**src/rtl/core/jos_pkg.sv**
```systemverilog
// Shared types, constants and helper functions for the job order scheduler.
package jos_pkg;

  // Table depth and derived slot index width.
  localparam int MAX_JOBS = 16;
  localparam int SLOT_W   = $clog2(MAX_JOBS);
  localparam int CNT_W    = SLOT_W + 1;

  // Field widths of a job request.
  localparam int ID_W    = 5;
  localparam int BURST_W = 16;
  localparam int PRIO_W  = 8;
  localparam int FUNC_W  = 2;
  localparam int OPER_W  = 32;
  localparam int MODE_W  = 2;
  localparam int KEY_W   = BURST_W;

  // Scheduling mode codes; the unused code behaves as first come first served.
  localparam logic [MODE_W-1:0] MODE_FCFS = 2'd0;
  localparam logic [MODE_W-1:0] MODE_SJF  = 2'd1;
  localparam logic [MODE_W-1:0] MODE_PRIO = 2'd2;

  // One stored job record (the job number is implied by the slot).
  typedef struct packed {
    logic [BURST_W-1:0]       burst;
    logic [PRIO_W-1:0]        prio;
    logic [FUNC_W-1:0]        func;
    logic signed [OPER_W-1:0] operand_a;
    logic signed [OPER_W-1:0] operand_b;
  } rec_t;

  // Access request from the sequencer to the record store.
  typedef struct packed {
    logic              we;
    logic [SLOT_W-1:0] waddr;
    rec_t              wdata;
    logic              re;
    logic [SLOT_W-1:0] raddr;
  } store_req_t;

  // Ordering key of a record. In first come first served mode every key is
  // equal, so the ascending scan picks the lowest pending slot.
  function automatic logic [KEY_W-1:0] sort_key(input logic [MODE_W-1:0] mode,
                                                input rec_t rec);
    logic [KEY_W-1:0] key;
    begin
      case (mode)
        MODE_SJF:  key = rec.burst;
        MODE_PRIO: key = KEY_W'(rec.prio);
        default:   key = '0;
      endcase
      return key;
    end
  endfunction

endpackage

```
**src/rtl/core/jos_if.sv**
```systemverilog
// Valid/ready channel interfaces for job requests, results and configuration.
interface jos_in_if;
  logic                              valid;
  logic                              ready;
  logic [jos_pkg::ID_W-1:0]          job_id;
  logic [jos_pkg::BURST_W-1:0]       burst_time;
  logic [jos_pkg::PRIO_W-1:0]        priority_level;
  logic [jos_pkg::FUNC_W-1:0]        func_code;
  logic signed [jos_pkg::OPER_W-1:0] operand_a;
  logic signed [jos_pkg::OPER_W-1:0] operand_b;
  logic                              last_job;

  modport source (output valid, job_id, burst_time, priority_level, func_code,
                  operand_a, operand_b, last_job, input ready);
  modport sink (input valid, job_id, burst_time, priority_level, func_code,
                operand_a, operand_b, last_job, output ready);
endinterface

interface jos_out_if;
  logic                              valid;
  logic                              ready;
  logic [jos_pkg::ID_W-1:0]          out_job_id;
  logic [jos_pkg::BURST_W-1:0]       out_burst;
  logic [jos_pkg::PRIO_W-1:0]        out_priority;
  logic [jos_pkg::FUNC_W-1:0]        out_func;
  logic signed [jos_pkg::OPER_W-1:0] out_operand_a;
  logic signed [jos_pkg::OPER_W-1:0] out_operand_b;
  logic                              out_last;

  modport source (output valid, out_job_id, out_burst, out_priority, out_func,
                  out_operand_a, out_operand_b, out_last, input ready);
  modport sink (input valid, out_job_id, out_burst, out_priority, out_func,
                out_operand_a, out_operand_b, out_last, output ready);
endinterface

interface jos_cfg_if;
  logic                      valid;
  logic                      ready;
  logic [jos_pkg::MODE_W-1:0] data;

  modport source (output valid, data, input ready);
  modport sink (input valid, data, output ready);
endinterface

```
**src/rtl/core/jos_store.sv**
```systemverilog
// Record store: one write port and one read port with registered read data.
module jos_store (
  input  logic                clk,
  input  jos_pkg::store_req_t req,
  output jos_pkg::rec_t       rd_data
);

  jos_pkg::rec_t mem [jos_pkg::MAX_JOBS];
  jos_pkg::rec_t rd_data_r;

  // Synchronous write and read; the read data is registered and appears in the cycle after the request.
  always_ff @(posedge clk) begin
    if (req.we) begin
      mem[req.waddr] <= req.wdata;
    end
    if (req.re) begin
      rd_data_r <= mem[req.raddr];
    end
  end

  assign rd_data = rd_data_r;

endmodule

```
**src/rtl/core/jos_seq.sv**
```systemverilog
// Sequencer: loads job requests into the store and emits them in scheduled order.
module jos_seq (
  input  logic                        clk,
  input  logic                        rst_n,
  input  logic [jos_pkg::MODE_W-1:0]  mode,
  jos_in_if.sink                      in_chan,
  jos_out_if.source                   out_chan,
  output jos_pkg::store_req_t         store_req,
  input  jos_pkg::rec_t               rd_data
);

  typedef enum logic [2:0] {
    ST_IDLE = 3'b001,
    ST_SCAN = 3'b010,
    ST_EMIT = 3'b100
  } state_t;

  state_t state_r, state_nxt;

  logic [jos_pkg::MAX_JOBS-1:0] valid_r, valid_nxt;
  logic [jos_pkg::MAX_JOBS-1:0] done_r, done_nxt;
  logic [jos_pkg::CNT_W-1:0]    scan_cnt_r, scan_cnt_nxt;
  logic                         rd_pend_r, rd_pend_nxt;
  logic [jos_pkg::SLOT_W-1:0]   rd_slot_r, rd_slot_nxt;
  logic                         best_found_r, best_found_nxt;
  logic [jos_pkg::SLOT_W-1:0]   best_slot_r, best_slot_nxt;
  logic [jos_pkg::KEY_W-1:0]    best_key_r, best_key_nxt;
  jos_pkg::rec_t                best_rec_r, best_rec_nxt;
  logic                         out_valid_r, out_valid_nxt;
  logic [jos_pkg::SLOT_W-1:0]   out_slot_r, out_slot_nxt;
  jos_pkg::rec_t                out_rec_r, out_rec_nxt;
  logic                         out_last_r, out_last_nxt;

  logic                         in_fire;
  logic                         id_in_range;
  logic [jos_pkg::SLOT_W-1:0]   in_slot;
  logic [jos_pkg::MAX_JOBS-1:0] in_bit;
  logic [jos_pkg::MAX_JOBS-1:0] best_bit;
  logic [jos_pkg::KEY_W-1:0]    rd_key;
  logic                         rd_pending;
  jos_pkg::rec_t                in_rec;

  assign in_chan.ready = (state_r == ST_IDLE);
  assign in_fire       = in_chan.valid && in_chan.ready;

  // Slot decode of the incoming job number.
  assign id_in_range = (in_chan.job_id != '0) &&
                       (32'(in_chan.job_id) <= jos_pkg::MAX_JOBS);
  assign in_slot     = jos_pkg::SLOT_W'(in_chan.job_id - jos_pkg::ID_W'(1));

  always_comb begin
    in_rec.burst     = in_chan.burst_time;
    in_rec.prio      = in_chan.priority_level;
    in_rec.func      = in_chan.func_code;
    in_rec.operand_a = in_chan.operand_a;
    in_rec.operand_b = in_chan.operand_b;
  end

  // One-hot masks of the incoming slot and the current winner.
  always_comb begin
    for (int i = 0; i < jos_pkg::MAX_JOBS; i++) begin
      in_bit[i]   = id_in_range && (in_slot == jos_pkg::SLOT_W'(i));
      best_bit[i] = (best_slot_r == jos_pkg::SLOT_W'(i));
    end
  end

  // Key and eligibility of the entry returned by the store this cycle.
  assign rd_key     = jos_pkg::sort_key(mode, rd_data);
  assign rd_pending = valid_r[rd_slot_r] && !done_r[rd_slot_r];

  // Store access, state transitions and the min search.
  always_comb begin
    state_nxt      = state_r;
    valid_nxt      = valid_r;
    done_nxt       = done_r;
    scan_cnt_nxt   = scan_cnt_r;
    rd_pend_nxt    = 1'b0;
    rd_slot_nxt    = rd_slot_r;
    best_found_nxt = best_found_r;
    best_slot_nxt  = best_slot_r;
    best_key_nxt   = best_key_r;
    best_rec_nxt   = best_rec_r;
    out_valid_nxt  = out_valid_r;
    out_slot_nxt   = out_slot_r;
    out_rec_nxt    = out_rec_r;
    out_last_nxt   = out_last_r;

    store_req.we    = 1'b0;
    store_req.waddr = in_slot;
    store_req.wdata = in_rec;
    store_req.re    = 1'b0;
    store_req.raddr = scan_cnt_r[jos_pkg::SLOT_W-1:0];

    case (state_r)
      ST_IDLE: begin
        if (in_fire) begin
          store_req.we = id_in_range;
          valid_nxt    = valid_r | in_bit;
          if (in_chan.last_job && ((valid_r | in_bit) != '0)) begin
            state_nxt      = ST_SCAN;
            done_nxt       = '0;
            scan_cnt_nxt   = '0;
            best_found_nxt = 1'b0;
          end
        end
      end

      ST_SCAN: begin
        // Issue reads across the table in ascending slot order.
        if (scan_cnt_r != jos_pkg::CNT_W'(jos_pkg::MAX_JOBS)) begin
          store_req.re = 1'b1;
          rd_pend_nxt  = 1'b1;
          rd_slot_nxt  = scan_cnt_r[jos_pkg::SLOT_W-1:0];
          scan_cnt_nxt = scan_cnt_r + jos_pkg::CNT_W'(1);
        end
        // Strict compare keeps the lowest slot among equal keys.
        if (rd_pend_r && rd_pending && (!best_found_r || (rd_key < best_key_r))) begin
          best_found_nxt = 1'b1;
          best_slot_nxt  = rd_slot_r;
          best_key_nxt   = rd_key;
          best_rec_nxt   = rd_data;
        end
        // Scan finished: hand the winner to the output register.
        if ((scan_cnt_r == jos_pkg::CNT_W'(jos_pkg::MAX_JOBS)) && !rd_pend_r) begin
          out_valid_nxt = 1'b1;
          out_slot_nxt  = best_slot_r;
          out_rec_nxt   = best_rec_r;
          out_last_nxt  = ((valid_r & ~done_r & ~best_bit) == '0);
          done_nxt      = done_r | best_bit;
          state_nxt     = ST_EMIT;
        end
      end

      ST_EMIT: begin
        if (out_chan.ready) begin
          out_valid_nxt = 1'b0;
          if (out_last_r) begin
            valid_nxt = '0;
            state_nxt = ST_IDLE;
          end else begin
            scan_cnt_nxt   = '0;
            best_found_nxt = 1'b0;
            state_nxt      = ST_SCAN;
          end
        end
      end

      default: begin
        state_nxt = ST_IDLE;
      end
    endcase
  end

  // Control registers.
  always_ff @(posedge clk) begin
    if (!rst_n) begin
      state_r      <= ST_IDLE;
      valid_r      <= '0;
      done_r       <= '0;
      scan_cnt_r   <= '0;
      rd_pend_r    <= 1'b0;
      best_found_r <= 1'b0;
      out_valid_r  <= 1'b0;
    end else begin
      state_r      <= state_nxt;
      valid_r      <= valid_nxt;
      done_r       <= done_nxt;
      scan_cnt_r   <= scan_cnt_nxt;
      rd_pend_r    <= rd_pend_nxt;
      best_found_r <= best_found_nxt;
      out_valid_r  <= out_valid_nxt;
    end
  end

  // Payload registers.
  always_ff @(posedge clk) begin
    rd_slot_r   <= rd_slot_nxt;
    best_slot_r <= best_slot_nxt;
    best_key_r  <= best_key_nxt;
    best_rec_r  <= best_rec_nxt;
    out_slot_r  <= out_slot_nxt;
    out_rec_r   <= out_rec_nxt;
    out_last_r  <= out_last_nxt;
  end

  // Result channel.
  assign out_chan.valid         = out_valid_r;
  assign out_chan.out_job_id    = jos_pkg::ID_W'(32'(out_slot_r) + 1);
  assign out_chan.out_burst     = out_rec_r.burst;
  assign out_chan.out_priority  = out_rec_r.prio;
  assign out_chan.out_func      = out_rec_r.func;
  assign out_chan.out_operand_a = out_rec_r.operand_a;
  assign out_chan.out_operand_b = out_rec_r.operand_b;
  assign out_chan.out_last      = out_last_r;

endmodule

```
**src/rtl/core/job_order_scheduler_unit.sv**
```systemverilog
// Top level of the job order scheduler: mode register, sequencer and record store.
//
// Job requests arrive on in_chan, one per cycle while the block is loading.
// Each request is stored in the slot named by its job number (1..16); a
// repeated number overwrites, and a number outside that range stores nothing.
// A request with last_job set starts the ordered run: every loaded job is
// sent on out_chan, ordered by job number, by burst time or by priority as
// cfg_chan selects, with equal keys in job-number order. out_last marks the
// final result, after which the table is empty and loading resumes.
// Each result comes from a full scan of the record store, one entry read per
// cycle, and in_chan is not ready during the run. A stalled receiver holds
// the result in the output register and the scan waits. A last request
// with an empty table gives no result. Reset clears the loaded table and
// sets the mode to first come first served; the store contents need no
// clearing. cfg_chan is always ready; the user must write it only while
// the block is idle, which the block itself does not enforce.
module job_order_scheduler_unit (
  input logic        clk,
  input logic        rst_n,
  jos_in_if.sink     in_chan,
  jos_out_if.source  out_chan,
  jos_cfg_if.sink    cfg_chan
);

  logic [jos_pkg::MODE_W-1:0] mode_r;
  jos_pkg::store_req_t        store_req;
  jos_pkg::rec_t              rd_data;

  // Scheduling mode register.
  assign cfg_chan.ready = 1'b1;

  always_ff @(posedge clk) begin
    if (!rst_n) begin
      mode_r <= jos_pkg::MODE_FCFS;
    end else if (cfg_chan.valid && cfg_chan.ready) begin
      mode_r <= cfg_chan.data;
    end
  end

  jos_seq u_seq (
    .clk       (clk),
    .rst_n     (rst_n),
    .mode      (mode_r),
    .in_chan   (in_chan),
    .out_chan  (out_chan),
    .store_req (store_req),
    .rd_data   (rd_data)
  );

  jos_store u_store (
    .clk     (clk),
    .req     (store_req),
    .rd_data (rd_data)
  );

endmodule

```
**src/flat_wrapper.sv**
```systemverilog
// flat-port wrapper written by rule: the top's interface ports become plain ports
module job_order_scheduler_unit_flat 
  (clk, rst_n, in_chan_valid, in_chan_job_id, in_chan_burst_time, in_chan_priority_level, in_chan_func_code, in_chan_operand_a, in_chan_operand_b, in_chan_last_job, in_chan_ready, out_chan_valid, out_chan_out_job_id, out_chan_out_burst, out_chan_out_priority, out_chan_out_func, out_chan_out_operand_a, out_chan_out_operand_b, out_chan_out_last, out_chan_ready, cfg_chan_valid, cfg_chan_data, cfg_chan_ready);
  jos_in_if in_chan_i ();
  jos_out_if out_chan_i ();
  jos_cfg_if cfg_chan_i ();
  input logic clk;
  input logic rst_n;
  input wire logic [$bits(in_chan_i.valid)-1:0] in_chan_valid;
  input wire logic [$bits(in_chan_i.job_id)-1:0] in_chan_job_id;
  input wire logic [$bits(in_chan_i.burst_time)-1:0] in_chan_burst_time;
  input wire logic [$bits(in_chan_i.priority_level)-1:0] in_chan_priority_level;
  input wire logic [$bits(in_chan_i.func_code)-1:0] in_chan_func_code;
  input wire logic [$bits(in_chan_i.operand_a)-1:0] in_chan_operand_a;
  input wire logic [$bits(in_chan_i.operand_b)-1:0] in_chan_operand_b;
  input wire logic [$bits(in_chan_i.last_job)-1:0] in_chan_last_job;
  output wire logic [$bits(in_chan_i.ready)-1:0] in_chan_ready;
  output wire logic [$bits(out_chan_i.valid)-1:0] out_chan_valid;
  output wire logic [$bits(out_chan_i.out_job_id)-1:0] out_chan_out_job_id;
  output wire logic [$bits(out_chan_i.out_burst)-1:0] out_chan_out_burst;
  output wire logic [$bits(out_chan_i.out_priority)-1:0] out_chan_out_priority;
  output wire logic [$bits(out_chan_i.out_func)-1:0] out_chan_out_func;
  output wire logic [$bits(out_chan_i.out_operand_a)-1:0] out_chan_out_operand_a;
  output wire logic [$bits(out_chan_i.out_operand_b)-1:0] out_chan_out_operand_b;
  output wire logic [$bits(out_chan_i.out_last)-1:0] out_chan_out_last;
  input wire logic [$bits(out_chan_i.ready)-1:0] out_chan_ready;
  input wire logic [$bits(cfg_chan_i.valid)-1:0] cfg_chan_valid;
  input wire logic [$bits(cfg_chan_i.data)-1:0] cfg_chan_data;
  output wire logic [$bits(cfg_chan_i.ready)-1:0] cfg_chan_ready;
  assign in_chan_i.valid = in_chan_valid;
  assign in_chan_i.job_id = in_chan_job_id;
  assign in_chan_i.burst_time = in_chan_burst_time;
  assign in_chan_i.priority_level = in_chan_priority_level;
  assign in_chan_i.func_code = in_chan_func_code;
  assign in_chan_i.operand_a = in_chan_operand_a;
  assign in_chan_i.operand_b = in_chan_operand_b;
  assign in_chan_i.last_job = in_chan_last_job;
  assign in_chan_ready = in_chan_i.ready;
  assign out_chan_valid = out_chan_i.valid;
  assign out_chan_out_job_id = out_chan_i.out_job_id;
  assign out_chan_out_burst = out_chan_i.out_burst;
  assign out_chan_out_priority = out_chan_i.out_priority;
  assign out_chan_out_func = out_chan_i.out_func;
  assign out_chan_out_operand_a = out_chan_i.out_operand_a;
  assign out_chan_out_operand_b = out_chan_i.out_operand_b;
  assign out_chan_out_last = out_chan_i.out_last;
  assign out_chan_i.ready = out_chan_ready;
  assign cfg_chan_i.valid = cfg_chan_valid;
  assign cfg_chan_i.data = cfg_chan_data;
  assign cfg_chan_ready = cfg_chan_i.ready;
  job_order_scheduler_unit u_core (.clk(clk), .rst_n(rst_n), .in_chan(in_chan_i), .out_chan(out_chan_i), .cfg_chan(cfg_chan_i));
endmodule
```
**config.mk**
```make
export PLATFORM = sky130hd
export DESIGN_NAME = job_order_scheduler_unit_flat
export DESIGN_NICKNAME = d
export VERILOG_FILES = /design/src/rtl/core/jos_pkg.sv /design/src/rtl/core/jos_if.sv /design/src/rtl/core/jos_store.sv /design/src/rtl/core/jos_seq.sv /design/src/rtl/core/job_order_scheduler_unit.sv /design/src/flat_wrapper.sv
export SDC_FILE = /design/constraint.sdc
export NUM_CORES = 2
export LEC_CHECK = 0
export BUFFER_PORTS_ARGS = -buffer_cell sky130_fd_sc_hd__buf_4
export CORE_ASPECT_RATIO = 1.5
export CORE_UTILIZATION = 35
export CTS_BUF_LIST = sky130_fd_sc_hd__clkbuf_8
export DETAILED_ROUTE_END_ITERATION = 10
export GPL_TIMING_DRIVEN = 0
export MAX_ROUTING_LAYER = met4
export PLACE_DENSITY = 0.49
export SETUP_SLACK_MARGIN = 0.15
export SLEW_MARGIN = 15
export SYNTH_ARGS = -nofsm -noshare
export SYNTH_HDL_FRONTEND = slang
export SYNTH_SLANG_ARGS = --single-unit
```
**constraint.sdc**
```tcl
create_clock -name clk -period 28.6 [get_ports clk]
set_clock_uncertainty 0.1 [all_clocks]
set_input_delay 5.72 -clock clk [delete_from_list [all_inputs] [get_ports clk]]
set_output_delay 5.72 -clock clk [all_outputs]
set_load 0.02 [all_outputs]
```
==> flow_metrics.env <==
export IMPL_outcome="completed"
export IMPL_p_seq_share_pct=57.6
export IMPL_floorplan_io_pins=202
export IMPL_worstPathArrival_ns=8.78
export IMPL_number_of_optimization_iterations_in_the_first_detailed_route_pass=5
export IMPL_synth_yosys_seq_area_share_pct=80.5
export IMPL_vias=31096
export IMPL_flow_area_growth_from_synthesis_pct=18.8
export IMPL_post_synth_inst_count=2685
export IMPL_grt_start_max_net_pins=33
export IMPL_first_global_vias=33621
export IMPL_synth_cell_type_count=63
export IMPL_asyncSetResetFlopFracSynth_pct=0
export IMPL_gp_congestion=0.774
export IMPL_comb_power_share_pct=2.7
export IMPL_p_leak_uw=0.0245
export IMPL_ys_flop_type="edfxtp_1"
export IMPL_timing_final_max_slew_violations=0
export IMPL_hold_path_class="flop to flop"
export IMPL_io_buffers=200
export IMPL_clk_latency_worst_skew_pair_ns=0.99
export IMPL_synth_area_top_cells="edfxtp_1, mux4_2, dfxtp_1"
export IMPL_core_area_um2=187000
export IMPL_drt_first_iter_violations=2533
export IMPL_vias_per_cell=5.18
export IMPL_endpoint_kind="flop"
export IMPL_post_cts_repair_setup_buffers=0
export IMPL_grt_total_usage_pct=19.0
export IMPL_wire_length_of_the_first_global_routing_pass_um=245000
export IMPL_clock_path_buffers=4
export IMPL_cts_htree_levels=5
export IMPL_route_detailed_wl_per_inst_um=29.1
export IMPL_die_h_um=534
export IMPL_power_ir_vdd_worst_mv=0.0461
export IMPL_ff_latch_area_um2=53100
export IMPL_switching_part_of_the_total_power_pct=21.3
export IMPL_cts_tree="built"
export IMPL_power_density_cells_nw_per_um2=64.0
export IMPL_detail_route_antenna_nets=0
export IMPL_hpwl_um=113000
export IMPL_clock_fmax_ghz=0.121
export IMPL_drive_gt1_share_pct=35.3
export IMPL_clock_sinks=1784
export IMPL_cts_clk_slew_worst_paths_ns=0.06
export IMPL_drv_max_cap_violation_count=0
export IMPL_multiInputGateArea_um2=12300
export IMPL_worstMarginPinSlew_ns=1.13
export IMPL_final_setup_viol_count=0
export IMPL_slew_headroom_pct=24.6
export IMPL_initial_standard_cell_utilization_of_the_core_pct=35.3
export IMPL_synth_enable_flop_cells=1739
export IMPL_post_cts_resized_instances=0
export IMPL_synth_ff_latch_count=1784
export IMPL_antenna_found_initial=26
export IMPL_design_area_um2=78300
export IMPL_rsz0062_at_grt="no"
export IMPL_setup_worst_path_class="input port to flop"
export IMPL_crit_path_start_kind="input port"
export IMPL_numPlacedInstances=5487
export IMPL_synth_net_count=2808
export IMPL_core_rowCount=194
export IMPL_drcViolationCount=0
export IMPL_finalNetCount=3451
export IMPL_cts_hold_buf=0
export IMPL_nFillCells=16081
export IMPL_fin_crit_ns=8.23
export IMPL_timing_critical_path_fanout_max=6
export IMPL_required_ns=29.15
export IMPL_ys_warnings_count=0
export IMPL_synthDominantCellAreaShare_pct=79.2
export IMPL_grt_overflow_total=0
export IMPL_syn_area_per_cell_um2=24.6
export IMPL_finalHoldViolations=0
export IMPL_dpl_cell_area_um2=73300
export IMPL_final_instance_count_excl_fill=5999
export IMPL_cellInternalPower_uw=3950
export IMPL_synth_cell_area_um2=66000
export IMPL_drt_total_wl_um=174000
export IMPL_tritoncts_num_buffers=289
export IMPL_timing_final_crit_share_pct=28.8
export IMPL_cts_root_buf="clkbuf_8"
export IMPL_timing_setup_tns_ns=0
export IMPL_die_area_um2=190000
export IMPL_final_hold_worst_slack_ns=0.296
export IMPL_dieWidth_um=356
export IMPL_power_clock_fraction_pct=39.6
export IMPL_yosys_area_top_type="edfxtp_1"
export IMPL_power_net_switching_uw=1070
-- per-stage QoR --
| step | setup slack, ns | utilization (%) | total power (uW) |
|---|---|---|---|
| floorplan | 12.42 | - | 3010 |
| global placement | -3.06 | 37.8 | 3070 |
| detailed placement | 19.40 | 39.2 | 3080 |
| CTS | 20.47 | 41.9 | 5090 |
| global route | 20.37 | 42.0 | 5200 |
| finish | 20.37 | 42.0 | 5010 |
-- sequential cells by signal, summed over array words and instances, names as in the netlist, 2 cells and up --
register and flops:
u_core.u_store.rd_data 90, u_core.u_seq.valid_r 16, u_core.u_seq.best_slot_r 4, u_core.u_seq.out_slot_r 4, u_core.u_seq.scan_cnt_r 5, u_core.u_seq.out_chan.out_operand_b 32
u_core.u_seq.state_r 3, u_core.u_seq.rd_slot_r 4, u_core.u_seq.best_key_r 16, u_core.u_seq.out_chan.out_func 2, u_core.u_seq.out_chan.out_burst 16, u_core.u_seq.done_r 16
u_core.u_seq.best_rec_r 90, u_core.u_store.mem 1440, u_core.u_seq.out_chan.out_priority 8, u_core.u_seq.out_chan.out_operand_a 32, u_core.mode_r 2
-- critical path: stages --
cell,delay (ns)
buf_4,0.14
nor2_1,0.10
nand3_1,0.31
nor4b_2,0.85
buf_4,0.28
buf_2,0.23
buf_4,0.21
buf_4,0.19
buf_2,0.22
buf_2,0.24
buf_2,0.26
-- worst paths after layout --
| check | from | to | slack (ns) | cells past startpoint |
|---|---|---|---|---|
| worst max register to register | u_core.mode_r[0]$_SDFFE_PN0P_ | u_core.u_seq.best_rec_r[44]$_DFFE_PP_ | 22.76 | 19 |
| worst min-delay path | u_core.u_store.rd_data[48]$_DFFE_PP_ | u_core.u_seq.best_rec_r[48]$_DFFE_PP_ | 0.30 | 0 |
| worst min register to register | u_core.u_store.rd_data[48]$_DFFE_PP_ | u_core.u_seq.best_rec_r[48]$_DFFE_PP_ | 0.30 | 0 |
| worst max-delay path | in_chan_job_id[2] | u_core.u_store.mem[15][51]$_DFFE_PP_ | 20.37 | 11 |
-- synth_stat cells, types with 3 or more instances --
| library cell | n |
|---|---|
| buf_2 | 48 |
| nor3_1 | 6 |
| ha_1 | 20 |
| nor2b_1 | 28 |
| buf_4 | 7 |
| o21ai_0 | 15 |
| nor3b_1 | 4 |
| nor2_1 | 50 |
| mux4_2 | 452 |
| a41oi_1 | 13 |
| clkbuf_1 | 60 |
| nand4_1 | 7 |
| nand2_1 | 13 |
| nor4b_1 | 3 |
| nor4_1 | 8 |
| a21oi_1 | 37 |
| nand2b_1 | 13 |
| mux2i_1 | 3 |
| buf_6 | 3 |
| dfxtp_1 | 45 |
| inv_1 | 25 |
| nand3b_1 | 3 |
| nand3_1 | 11 |
| and2_1 | 10 |
| o22ai_1 | 3 |
| a31oi_1 | 6 |
| a22oi_1 | 8 |
| edfxtp_1 | 1739 |
-- routing by layer --
layer,vias up,GRT usage [%],share of wire [%]
li1,12847,-,-
met1,16785,22.9,39
met2,1183,31.3,51
met3,281,4.83,7.4
met4,0,5.82,2.4
met5,-,-,0
-- cell type report --
class	instances	area share, %
Clock buffer	292	5.13
Multi-Input combinational cell	756	15.7
Sequential cell	1784	67.8
Antenna cell	23	0.0735
Clock inverter	197	1.28
Tap cell	2450	3.91
Timing Repair Buffer	352	5.24
Buffer	120	0.746
Inverter	25	0.120
-- placed cells by master, fill, tap and decap left out, types with 8 or more instances in the layout --
master | Yosys | final
nand2_1 | 13 | 13
a21oi_1 | 37 | 37
clkbuf_1 | 60 | 53
buf_4 | 7 | 224
o21ai_0 | 15 | 15
diode_2 | 0 | 23
nand3_1 | 11 | 11
mux4_2 | 452 | 452
and2_1 | 10 | 10
edfxtp_1 | 1739 | 1739
dfxtp_1 | 45 | 45
a22oi_1 | 8 | 8
nor2b_1 | 28 | 28
ha_1 | 20 | 20
clkbuf_8 | 0 | 292
nor2_4 | 0 | 15
buf_12 | 1 | 67
buf_16 | 0 | 33
nand2b_1 | 13 | 13
a41oi_1 | 13 | 13
clkinv_1 | 0 | 72
buf_2 | 48 | 76
nor2_1 | 50 | 35
inv_1 | 25 | 99
clkinv_2 | 0 | 36
-- logic make-up after synthesis --
family,after synthesis,synth area share (%)
simple gates,180,1.58
xor+xnor,3,0.0398
other cells,1,0.00569
flops,1784,80.5
compound gates,97,0.954
mux,455,15.5
buf+inv,145,1.01
fa+ha+maj,20,0.379
-- power groups by stage --
stage	registers, uW	clock network, uW	logic [uW]
floorplan	2950	0	61.8
global placement	2950	0	122
detailed placement	2950	0	139
CTS	2890	2060	140
global route	2890	2170	147
finish	2890	1990	137
Power figures use the tool's default switching activity.
